### src/rtl/core/queue_machine_execute_unit_core_macros.svh
// Assertion macros for the queue machine execute unit
`ifndef QUEUE_MACHINE_EXECUTE_UNIT_CORE_MACROS_SVH
`define QUEUE_MACHINE_EXECUTE_UNIT_CORE_MACROS_SVH

// implication checked every clock, off while in reset
`define QM_ASSERT_IMP(label, clk, rst_n, ante, cons) \
    label: assert property (@(posedge clk) disable iff (!rst_n) (ante) |-> (cons)) \
        else $error("assertion failed");

// next-cycle implication
`define QM_ASSERT_NXT(label, clk, rst_n, ante, cons) \
    label: assert property (@(posedge clk) disable iff (!rst_n) (ante) |=> (cons)) \
        else $error("assertion failed");

`endif

### src/rtl/core/qmeu_pkg.sv
package qmeu_pkg;

    localparam int QueueDepthDef   = 1024;
    localparam int ProgramLinesDef = 4096;
    localparam int NumRegs         = 26;

    localparam int ValW  = 16;
    localparam int LineW = 13;
    localparam int RegW  = 5;

    localparam logic [4:0] ACT_PUSH   = 5'd0;
    localparam logic [4:0] ACT_ADD    = 5'd1;
    localparam logic [4:0] ACT_SUB    = 5'd2;
    localparam logic [4:0] ACT_MUL    = 5'd3;
    localparam logic [4:0] ACT_DIV    = 5'd4;
    localparam logic [4:0] ACT_MOD    = 5'd5;
    localparam logic [4:0] ACT_PUT    = 5'd6;
    localparam logic [4:0] ACT_GET    = 5'd7;
    localparam logic [4:0] ACT_PRNQ   = 5'd8;
    localparam logic [4:0] ACT_PRNR   = 5'd9;
    localparam logic [4:0] ACT_PRCQ   = 5'd10;
    localparam logic [4:0] ACT_PRCR   = 5'd11;
    localparam logic [4:0] ACT_NOP    = 5'd12;
    localparam logic [4:0] ACT_JMP    = 5'd13;
    localparam logic [4:0] ACT_JZ     = 5'd14;
    localparam logic [4:0] ACT_JEQ    = 5'd15;
    localparam logic [4:0] ACT_JGT    = 5'd16;
    localparam logic [4:0] ACT_QUIT   = 5'd17;

    localparam logic [1:0] PK_NONE = 2'd0;
    localparam logic [1:0] PK_NUM  = 2'd1;
    localparam logic [1:0] PK_CHR  = 2'd2;

    // ALU operation codes
    localparam logic [1:0] ALU_ADD = 2'd0;
    localparam logic [1:0] ALU_SUB = 2'd1;
    localparam logic [1:0] ALU_MUL = 2'd2;
    localparam logic [1:0] ALU_DIV = 2'd3;

    typedef struct packed {
        logic            start;
        logic [1:0]      op;
        logic [ValW-1:0] a;
        logic [ValW-1:0] b;
    } t_alu_req;

    typedef struct packed {
        logic            done;
        logic [ValW-1:0] res;   // sum, difference, product or quotient
        logic [ValW-1:0] rem;
    } t_alu_rsp;

endpackage

### src/rtl/core/qmeu_alu.sv
// Shared arithmetic unit: add/sub/mul with a registered result, divide one bit a cycle.
module qmeu_alu
    import qmeu_pkg::*;
(
    input  logic     i_clk,
    input  logic     i_rst_n,
    input  t_alu_req i_req,
    output t_alu_rsp o_rsp
);

    localparam int CntW = $clog2(ValW + 1);

    logic            r_busy, n_busy;
    logic [CntW-1:0] r_cnt, n_cnt;
    logic [ValW-1:0] r_quo, n_quo;
    logic [ValW-1:0] r_rem, n_rem;
    logic [ValW-1:0] r_div, n_div;
    logic            r_done, n_done;
    logic [ValW-1:0] r_res, n_res;
    logic [ValW:0]   w_trial;
    logic [ValW:0]   w_shift;
    logic [2*ValW-1:0] w_prod;

    assign w_prod  = i_req.a * i_req.b;
    assign w_shift = {r_rem, r_quo[ValW-1]};
    assign w_trial = w_shift - {1'b0, r_div};

    always_comb begin
        n_busy = r_busy;
        n_cnt  = r_cnt;
        n_quo  = r_quo;
        n_rem  = r_rem;
        n_div  = r_div;
        n_done = 1'b0;
        n_res  = r_res;
        if (i_req.start) begin
            case (i_req.op)
                ALU_ADD: begin
                    n_res  = i_req.a + i_req.b;
                    n_done = 1'b1;
                end
                ALU_SUB: begin
                    n_res  = i_req.a - i_req.b;
                    n_done = 1'b1;
                end
                ALU_MUL: begin
                    n_res  = w_prod[ValW-1:0];
                    n_done = 1'b1;
                end
                default: begin
                    n_busy = 1'b1;
                    n_cnt  = '0;
                    n_quo  = i_req.a;
                    n_rem  = '0;
                    n_div  = i_req.b;
                end
            endcase
        end else if (r_busy) begin
            if (w_trial[ValW]) begin
                n_rem = w_shift[ValW-1:0];
                n_quo = {r_quo[ValW-2:0], 1'b0};
            end else begin
                n_rem = w_trial[ValW-1:0];
                n_quo = {r_quo[ValW-2:0], 1'b1};
            end
            n_cnt = r_cnt + 1'b1;
            if (r_cnt == CntW'(ValW - 1)) begin
                n_busy = 1'b0;
                n_done = 1'b1;
                n_res  = n_quo;
            end
        end
    end

    always_ff @(posedge i_clk) begin
        if (!i_rst_n) begin
            r_busy <= 1'b0;
            r_done <= 1'b0;
            r_cnt  <= '0;
        end else begin
            r_busy <= n_busy;
            r_done <= n_done;
            r_cnt  <= n_cnt;
        end
        r_quo <= n_quo;
        r_rem <= n_rem;
        r_div <= n_div;
        r_res <= n_res;
    end

    assign o_rsp.done = r_done;
    assign o_rsp.res  = r_res;
    assign o_rsp.rem  = r_rem;

endmodule

### config.mk
export PLATFORM = sky130hd
export DESIGN_NAME = qmeu_alu
export DESIGN_NICKNAME = d
export VERILOG_FILES = /design/src/rtl/core/queue_machine_execute_unit_core_macros.svh /design/src/rtl/core/qmeu_pkg.sv /design/src/rtl/core/qmeu_alu.sv
export SDC_FILE = /design/constraint.sdc
export NUM_CORES = 1
export LEC_CHECK = 0
export BUFFER_PORTS_ARGS = -buffer_cell sky130_fd_sc_hd__buf_2
export CORE_MARGIN = 2
export CORE_UTILIZATION = 25
export CTS_CLUSTER_DIAMETER = 200
export DETAILED_ROUTE_END_ITERATION = 8
export PLACE_DENSITY_LB_ADDON = 0.15
export RECOVER_POWER = 100
export SLEW_MARGIN = 15
export SYNTH_ARGS = -nofsm -noshare
export SYNTH_HDL_FRONTEND = slang
export SYNTH_SLANG_ARGS = --single-unit
### constraint.sdc
create_clock -name i_clk -period 9.25 [get_ports i_clk]
set_input_delay 1.85 -clock i_clk [delete_from_list [all_inputs] [get_ports i_clk]]
set_output_delay 1.85 -clock i_clk [all_outputs]
set_load 0.02 [all_outputs]
==> results of run 1 <==
==> routing by layer <==
layer | up-vias | track usage | part of all wire | wire [microns]
met2 | 78 | 0.244 | 0.47 | 11800
met5 | - | 0 | 0.00036 | 9
met1 | 3170 | 0.190 | 0.49 | 12200
li1 | 3214 | - | - | -
met4 | 2 | 0.0338 | 0.013 | 326
met3 | 18 | 0.0185 | 0.029 | 737
==> cells by family after synthesis <==
| group | count (synthesis) | synth area share |
|---|---|---|
| xor gates and xnor gates | 78 | 0.0772 |
| muxes | 27 | 0.0321 |
| DFF | 71 | 0.233 |
| buffers and inverters | 184 | 0.0812 |
| and+or+nand+nor | 304 | 0.166 |
| AOI/OAI and AO/OA | 129 | 0.100 |
| adders and majority gates | 170 | 0.310 |
==> path summary, 6_finish.rpt <==
check	to	depth (start not counted)	slack (ps)
max reg2reg	r_rem[8]	11	5790
min	r_busy	2	490
min reg2reg	r_busy	2	490
max	r_res[15]	18	1620
==> through the flow <==
step	utilization	hold WS [ps]	power [mW]	instances	setup slack, ps
global placement	0.277	484	2.03	1453	1810
floorplan	-	466	1.61	963	2410
finish	0.282	495	2.30	1469	1620
global route	0.282	531	2.56	1469	1320
CTS	0.284	496	2.36	1469	2100
detailed placement	0.277	486	2.02	1453	1730
==> where the power goes <==
part	internal [mW]	leakage (nW)	switching (mW)	total, mW
logic	0.683	3.49	0.903	1.59
registers	0.387	0.655	0.0109	0.398
clock network	0.180	0.133	0.141	0.321
total	1.25	4.27	1.05	2.30
==> cell usage in the layout, fill, tap and decap left out, types with 3 or more instances in the layout <==
cell | netlist | layout
o21a_1 | 9 | 9
nor2_1 | 67 | 67
and3_1 | 5 | 5
nor2b_1 | 7 | 7
nor3_1 | 15 | 15
a21oi_1 | 46 | 46
clkinv_2 | 0 | 4
buf_2 | 0 | 20
a211oi_1 | 3 | 5
inv_1 | 144 | 145
clkbuf_16 | 0 | 9
ha_1 | 88 | 88
fa_1 | 82 | 82
and2_1 | 72 | 67
o21ai_1 | 11 | 7
nand2_1 | 106 | 106
o21ai_0 | 14 | 18
nand3_1 | 5 | 5
or3_1 | 5 | 5
dfxtp_1 | 7 | 7
mux2_2 | 11 | 11
nand3b_1 | 3 | 3
xor2_1 | 15 | 15
a211o_1 | 3 | 3
clkbuf_1 | 32 | 52
nand2b_1 | 8 | 8
a21o_1 | 11 | 11
xnor2_1 | 63 | 63
edfxtp_1 | 64 | 64
mux2i_1 | 16 | 16
and2_0 | 0 | 5
==> flip-flops by register name, summed over array words and instances (netlist names) <==
register  flops
r_div        16
r_quo        16
r_rem        16
r_res        16
r_cnt         5
r_busy        1
r_done        1
==> worst max-delay path: stages <==
cell	delay, ps
clkbuf_1	830
nand2_1	200
fa_1	550
fa_1	570
fa_1	450
fa_1	550
inv_1	50
fa_1	470
inv_1	50
fa_1	490
inv_1	50
ha_1	350
and2_0	170
o21ai_0	150
o31ai_1	110
o41ai_1	490
xnor2_1	180
o221ai_1	130
==> cell type report <==
| cell class | count | area (sq um) |
|---|---|---|
| well taps | 455 | 569 |
| inverters | 148 | 556 |
| clock inverters | 5 | 26.3 |
| fillers | 3766 | 24900 |
| flip-flops and latches | 71 | 2060 |
| clock buffers | 11 | 233 |
| repair buffers | 71 | 295 |
| multi-input cells | 708 | 6060 |
==> qor.txt, run 1 <==
CTS tree = yes
Buffers on Ports = 69
Status = finished with violations
CP startpoint = i_req[1]
Cell count after synthesis = 963
Core ar. = 34,700 sq um
CTS H-tree depth = 3
Number of synthesized flops with an enable pin = 64
Final Hold Viols = 0
Total GRT Usage = 0.142
Worst setup EP type = flop
Post-synthesis cell type count = 65
Fraction of registers with async set/reset = 0
Most common cell in the netlist = inv_1
# IOs = 70
Initial antenna violation count = 1
Post-Syn Area = 8850 sq um
Slew @ Worst Pin = 3340 ps
GP Congestion = 0.765
# rows = 68
F_max = 131 MHz
Fin crit period = 7630 ps
Ant. Diodes = 0
Min-delay src = r_busy
Syn Area/Cell = 9.19 sq um
CTS Root Cell = clkbuf_16
Sequential area share after synthesis = 0.233
Final setup viols = 0
Largest cells by area after synthesis = edfxtp_1, fa_1, ha_1, xnor2_1, inv_1
# Post-CTS Setup Buffers = 0
Failing checks = capacitance limit, slew limit
CP Class = in2reg
Synth Register Bits = 71
Clock sink count = 71
Bufs on Longest Clock Path = 2
Cts hold-fix bufs = 0
Yosys warns = 0
Die area = 36,900 sq um
Clock-pin transition on the worst setup and hold timing paths = 50 ps
Max Cap Viol = 2
Reg-to-reg startpoint = r_quo[15]
RSZ-0062 raised after global routing = false
Final TNS setup = 0 ps
Static leakage = 4.27 nW
CP arrival = 7700 ps
Slew Limit Fails = 110
Largest area contributor in the netlist = edfxtp_1
Period utilization = 0.825
Layout cells sized above 1 = 0.0592
Slew headroom = -1.23
DP HPWL = 19,200 microns
Clk_lat worst skew = 340 ps
Remaining antenna violation count = 0
Synth cell count leaders = inv_1, nand2_1, ha_1
Placed Area = 9610 sq um
Die height = 192 microns
Initial core utilization = 0.255
Hold Crit Class = reg2reg
Cell area power density = 235 nW/um^2
CTS Buf Count = 9
Worst vdd ir = 0.171 mV
Post-Route Skew = 9.04 ps
Die X = 192 microns
Grt total ovfl = 0
Post-Layout Inst Area = 9800 sq um
Synth top area share = 0.217
DRC violation count after routing = 0
Drt pass-1 iters = 4
Main synth FF type = edfxtp_1
First-pass GRT wire length = 39,500 microns
DR WL/cell = 17.1 microns
Startpoint types = input port
CP Max Fanout = 18
Pin count of the biggest net entering global routing = 73
Drt initial violations = 287
Critical Path RT = 9320 ps
Synthesis-to-finish area growth = 10.7%
Post_cts resized = 0
DR vias = 6,482
Via density = 4.41
Final wirelength = 25,100 microns
Syn nets = 1,170
Vias in the first global route = 6,807
Final net count = 1,216
(Power assumes the default switching activity.)
==> run 2: changes to the inputs <==
Clock period 9.25 ns to 6.5 ns, I/O delays scaled along.
==> run 2 against run 1 <==
  * The run still ends with capacitance limit, slew limit left
  * Cell area increased by 3.2%
  * Die area stayed put
  * Via count is 2.5% higher
  * Count of clock-buffer cells in the layout is 3 higher
  * Critical path type unchanged
  * Largest power group unchanged
==> qor.txt, run 2 (synthesis gave the netlist of run 1 again) <==
Total power = 3.40 mW (+48%)
Crit-path most repeated cell = fa_1
Final net count = 1,258 (+3.5%)
# Post-CTS Setup Buffers = 0 (unchanged)
Slew headroom = -0.168 (+1.06)
Drt initial violations = 302 (+5.2%)
Status = finished with violations
CP Max Fanout = 8 (-10)
CTS Root Cell = clkbuf_16
Initial core utilization = 0.255 (unchanged)
Fin crit period = 6180 ps
Critical Path RT = 6580 ps (-2740 ps)
Startpoint types = input port
CTS Buf Count = 9 (unchanged)
RSZ-0062 raised after global routing = false
Final TNS setup = 0 ps (unchanged)
Via density = 4.39 (-0.46%)
Bufs on Longest Clock Path = 2 (unchanged)
Vias in the first global route = 7,168 (+5.3%)
CP Class = in2reg
Placed cells = 1,495 (+2.9%)
Buffers on Ports = 69 (unchanged)
WHS = 499 ps (+4.81 ps)
Static leakage = 4.50 nW (+5.4%)
Final worst-path setup slack = 315 ps (-1310 ps)
First-pass GRT wire length = 41,400 microns (+4.8%)
CTS tree = yes
Final wirelength = 26,400 microns (+4.9%)
Grt total ovfl = 0 (unchanged)
FILL cells = 3,767 (+0.027%)
Core ar. = 34,700 sq um (unchanged)
DRC violation count after routing = 0 (unchanged)
Commonest non-fill, non-tap cell in the layout = inv_1
Post-Layout Inst Area = 10,100 sq um (+3.2%)
Critical path's top delay family = adder cells
Max stage delay on crit path = 550 ps (-280 ps)
Cells along the critical path = buf_2 -> and2_0 -> fa_1 -> inv_1 -> fa_1 -> fa_1 -> fa_1 -> inv_1 -> fa_1 -> inv_1 -> fa_1 -> inv_1 -> ha_1 -> clkbuf_1 -> nand3_1 -> o31ai_1 -> o41ai_2 -> buf_4 -> xnor2_1 -> o221ai_1
Pin count of the biggest net entering global routing = 72 (-1.4%)
Clock-pin transition on the worst setup and hold timing paths = 60 ps (about the same)
Remaining antenna violation count = 0 (unchanged)
Final setup viols = 0 (unchanged)
# rows = 68 (unchanged)
Worst setup EP type = flop
Placement Setup Slack = -81.8 ps (-1820 ps)
Total GRT Usage = 0.149 (+0.00703)
GP Congestion = 0.822 (+7.4%)
# IOs = 70 (unchanged)
Hold Crit Class = reg2reg
CP arrival = 6270 ps (-1430 ps)
Worst vdd ir = 0.157 mV (-8.4%)
F_max = 162 MHz
Clock sink count = 71 (unchanged)
Post-Route Skew = 8.29 ps (-0.745 ps)
DR vias = 6,641 (+2.5%)
Slew @ Worst Pin = 1750 ps (-1590 ps)
CTS H-tree depth = 3 (unchanged)
Clk_lat worst skew = 350 ps (about the same)
Period utilization = 0.952
Max Cap Viol = 1 (-1)
CP Buf/Inv Count = 7 (+3)
Die area = 36,900 sq um (unchanged)
Initial antenna violation count = 0 (-1)
Failing checks = capacitance limit, slew limit
Synthesis-to-finish area growth = 14.3%
Most frequent cells in the layout = inv_1, nand2_1, ha_1
Placed Area = 9930 sq um (+3.3%)
Slew Limit Fails = 37 (-66%)
Fin util = 0.291 (+0.00916)
DP HPWL = 21,100 microns (+10%)
Final Hold Viols = 0 (unchanged)
Crit-path slowest cell = fa_1
Layout cells sized above 1 = 0.0938 (+0.0346)
Cell area power density = 336 nW/um^2 (+43%)
Die height = 192 microns (unchanged)
Non-Filler Instances = 1,512 (+2.9%)
Drt pass-1 iters = 4 (unchanged)
DR WL/cell = 17.4 microns (+1.9%)
Die X = 192 microns (unchanged)
## run 2: worst paths after layout
| check | start | endpoint | slack [ps] | cells after the start |
|---|---|---|---|---|
| setup / recovery | i_req[4] | r_res[15] | 320 | 20 |
| hold / removal | r_busy | r_busy | 500 | 2 |
| setup reg to reg | r_quo[15] | r_res[0] | 2730 | 11 |
| hold reg to reg | r_busy | r_busy | 500 | 2 |
## run 2: repair_timing
| item | 4_1_cts | 5_1_grt |
|---|---|---|
| hold buffers | 0 | 0 |
| gates resized for setup | 0 | 1 |
| endpoints found under the setup margin | 0 | 1 |
## run 2: per-layer routing
metal	share of wire	GRT usage	routed length [microns]
met1	0.48	0.201	12700
met2	0.48	0.259	12700
met3	0.025	0.0153	655
met4	0.012	0.0314	304
met5	0	0	0
## run 2: tightest hold or removal path: stages, from the launching register on
cell      delay (ps)
dfxtp_1          310
o21ai_0           70
a21boi_0          70
## run 2: final cells by class
class	instances	area, sq um	share of cell area
Multi-Input combinational cell	708	6000	0.593
Sequential cell	71	2060	0.204
Clock buffer	14	318	0.0314
Clock inverter	2	13.8	0.00136
Inverter	148	556	0.0549
Timing Repair Buffer	113	594	0.0588
Antenna cell	1	2.50	0.000247
Tap cell	455	569	0.0563
## run 2: power breakdown
group	switching (mW)	total, mW	internal (mW)	leakage, nW
combinational	1.23	2.28	1.05	3.68
clock	0.214	0.555	0.340	0.165
sequential	0.0197	0.571	0.551	0.655
total	1.46	3.40	1.94	4.50
==> run 3: changes to the inputs <==
Settings changed: CELL_PAD_IN_SITES_DETAIL_PLACEMENT from default to 0, CELL_PAD_IN_SITES_GLOBAL_PLACEMENT from default to 1.
==> run 3 against run 2 <==
  * The flow still finishes with violations (capacitance limit, slew limit)
  * Hold slack worse by 3.8 ps
  * Cell area rose by 0.79%
  * Final cell count barely moved
  * Count of clock-buffer cells in the layout shrank 4
  * Global-route usage is 0.29 points lower
==> qor.txt, run 3 (synthesis gave the netlist of run 1 again) <==
Sequential share of power = 0.166 (-0.002)
Via density = 4.34 (-1.1%)
DR WL/cell = 17.0 microns (-2.4%)
CTS Buf Count = 9 (unchanged)
WHS = 496 ps (-3.79 ps)
Slew @ Worst Pin = 3190 ps (+1440 ps)
CTS H-tree depth = 3 (unchanged)
DP HPWL = 21,200 microns (+0.34%)
Top Layer Used = met4
Max Cap Viol = 2 (+1)
RSZ-0062 raised after global routing = false
Crit-path most repeated cell = fa_1
Final net count = 1,258 (unchanged)
CP Max Fanout = 9 (+1)
Vias in the first global route = 7,017 (-2.1%)
# rows = 68 (unchanged)
Post_cts resized = 0 (unchanged)
Slew headroom = -1.13 (-0.960)
Final worst-path setup slack = 321 ps (+5.74 ps)
Static leakage = 4.51 nW (+0.12%)
Switching share of total power = 0.420 (-0.00973)
First-pass GRT wire length = 40,600 microns (-1.7%)
Period utilization = 0.951 (about the same)
Initial core utilization = 0.255 (unchanged)
Drt initial violations = 177 (-41%)
Crit-path slowest cell = fa_1
Die X = 192 microns (unchanged)
Cells along the critical path = buf_2 -> clkbuf_1 -> nand2_1 -> fa_1 -> fa_1 -> inv_1 -> fa_1 -> fa_1 -> fa_1 -> inv_1 -> fa_1 -> inv_1 -> ha_1 -> nand3_1 -> o31ai_1 -> nor2_1 -> xnor2_1 -> mux2i_1 -> a21oi_1
Initial antenna violation count = 0 (unchanged)
Clk_lat worst skew = 340 ps (about the same)
Max stage delay on crit path = 540 ps (about the same)
Cell area power density = 337 nW/um^2 (+0.20%)
Placement Setup Slack = -122 ps (-40.2 ps)
DR vias = 6,571 (-1.1%)
Combinational share of power = 0.666 (-0.003)
Drt pass-1 iters = 6 (+2)
Buffers on Ports = 69 (unchanged)
Switching Power = 1.44 mW (-1.3%)
Critical Path RT = 6450 ps (-130 ps)
Clock power share = 0.168 (+0.005)
Multi-input gate area = 6060 sq um (+1.0%)
Slew Limit Fails = 109 (+190%)
Clock-pin transition on the worst setup and hold timing paths = 60 ps (about the same)
Routed met3 length = 502 microns (-23%)
CTS tree = yes
Hold Crit Class = reg2reg
FILL cells = 3,769 (+0.053%)
Final wirelength = 25,800 microns (-2.3%)
CTS Root Cell = clkbuf_16
Synthesis-to-finish area growth = 15.2%
Bufs on Longest Clock Path = 2 (unchanged)
F_max = 162 MHz (about the same)
Register area = 2060 sq um (unchanged)
Non-Filler Instances = 1,513 (+0.066%)
Startpoint types = input port
Internal Pwr Total = 1.99 mW (+2.7%)
Remaining antenna violation count = 0 (unchanged)
CP Class = in2reg
Failing checks = capacitance limit, slew limit
Commonest non-fill, non-tap cell in the layout = inv_1
Layout cells sized above 1 = 0.0994 (+0.00568)
CP arrival = 6130 ps (-140 ps)
Worst vdd ir = 0.183 mV (+17%)
GP Congestion = 0.786 (-4.3%)
Cts hold-fix bufs = 0 (unchanged)
Fin crit period = 6180 ps (-5.74 ps)
# Post-CTS Setup Buffers = 0 (unchanged)
Die area = 36,900 sq um (unchanged)
Met2 Routed Length = 12,500 microns (-1.4%)
Grt total ovfl = 0 (unchanged)
DRC violation count after routing = 0 (unchanged)
Final setup viols = 0 (unchanged)
Total power = 3.44 mW (+1.0%)
Placed cells = 1,495 (unchanged)
Die height = 192 microns (unchanged)
Clock sink count = 71 (unchanged)
# IOs = 70 (unchanged)
Post-Route Skew = 4.72 ps (-3.57 ps)
Core ar. = 34,700 sq um (unchanged)
WL met1 = 12,500 microns (-1.6%)
Worst setup EP type = flop
Most frequent cells in the layout = inv_1, nand2_1, ha_1
Total GRT Usage = 0.147 (-0.00293)
Final Hold Viols = 0 (unchanged)
Status = finished with violations
Pin count of the biggest net entering global routing = 72 (unchanged)
Final TNS setup = 0 ps (unchanged)
run 3: area by class of cell:
type	instances	area share
Multi-Input combinational cell	708	0.595
Sequential cell	71	0.202
Timing Repair Buffer	113	0.0593
Tap cell	455	0.0558
Inverter	148	0.0545
Clock buffer	10	0.0225
Clock inverter	6	0.0107
Antenna cell	2	0.000491
run 3: critical path, delay by kind of cell:
family,cells,cell delay (ps)
AO/OA/AOI/OAI,2,390
XOR/XNOR,1,140
adder cells (fa/ha/maj),7,3280
buffers and inverters,5,620
multiplexers,1,120
AND/OR/NAND/NOR,3,280
run 3: power by group through the flow:
stage	clock, mW	sequential, mW	combinational (mW)
2_1_floorplan	0	0.600	1.69
3_3_place_gp	0	0.582	2.33
3_5_place_dp	0	0.582	2.33
4_1_cts	0.596	0.572	2.35
5_1_grt	0.612	0.575	2.60
6_report	0.577	0.572	2.29
run 3: through the flow:
stage / utilization / instance area [sq um]
after global placement: 0.286 / 9930
after global routing: 0.294 / 10200
final: 0.294 / 10200
after CTS: 0.296 / 10300
after floorplan: - / 8850
after detailed placement: 0.286 / 9930
run 3: per-layer routing:
metal  up-vias  track usage
met2        73        0.255
li1       3300            -
met4         0       0.0320
met5         -            0
met3        11       0.0108
met1      3187        0.199
run 3: worst paths after layout:
kind | startpoint | endpoint | slack (ps) | cells after the start
worst max-delay path | i_req[2] | r_res[13] | 320 | 19
worst min-delay path | r_busy | r_busy | 500 | 2
worst max register to register | r_quo[15] | r_rem[10] | 3060 | 11
worst min register to register | r_busy | r_busy | 500 | 2
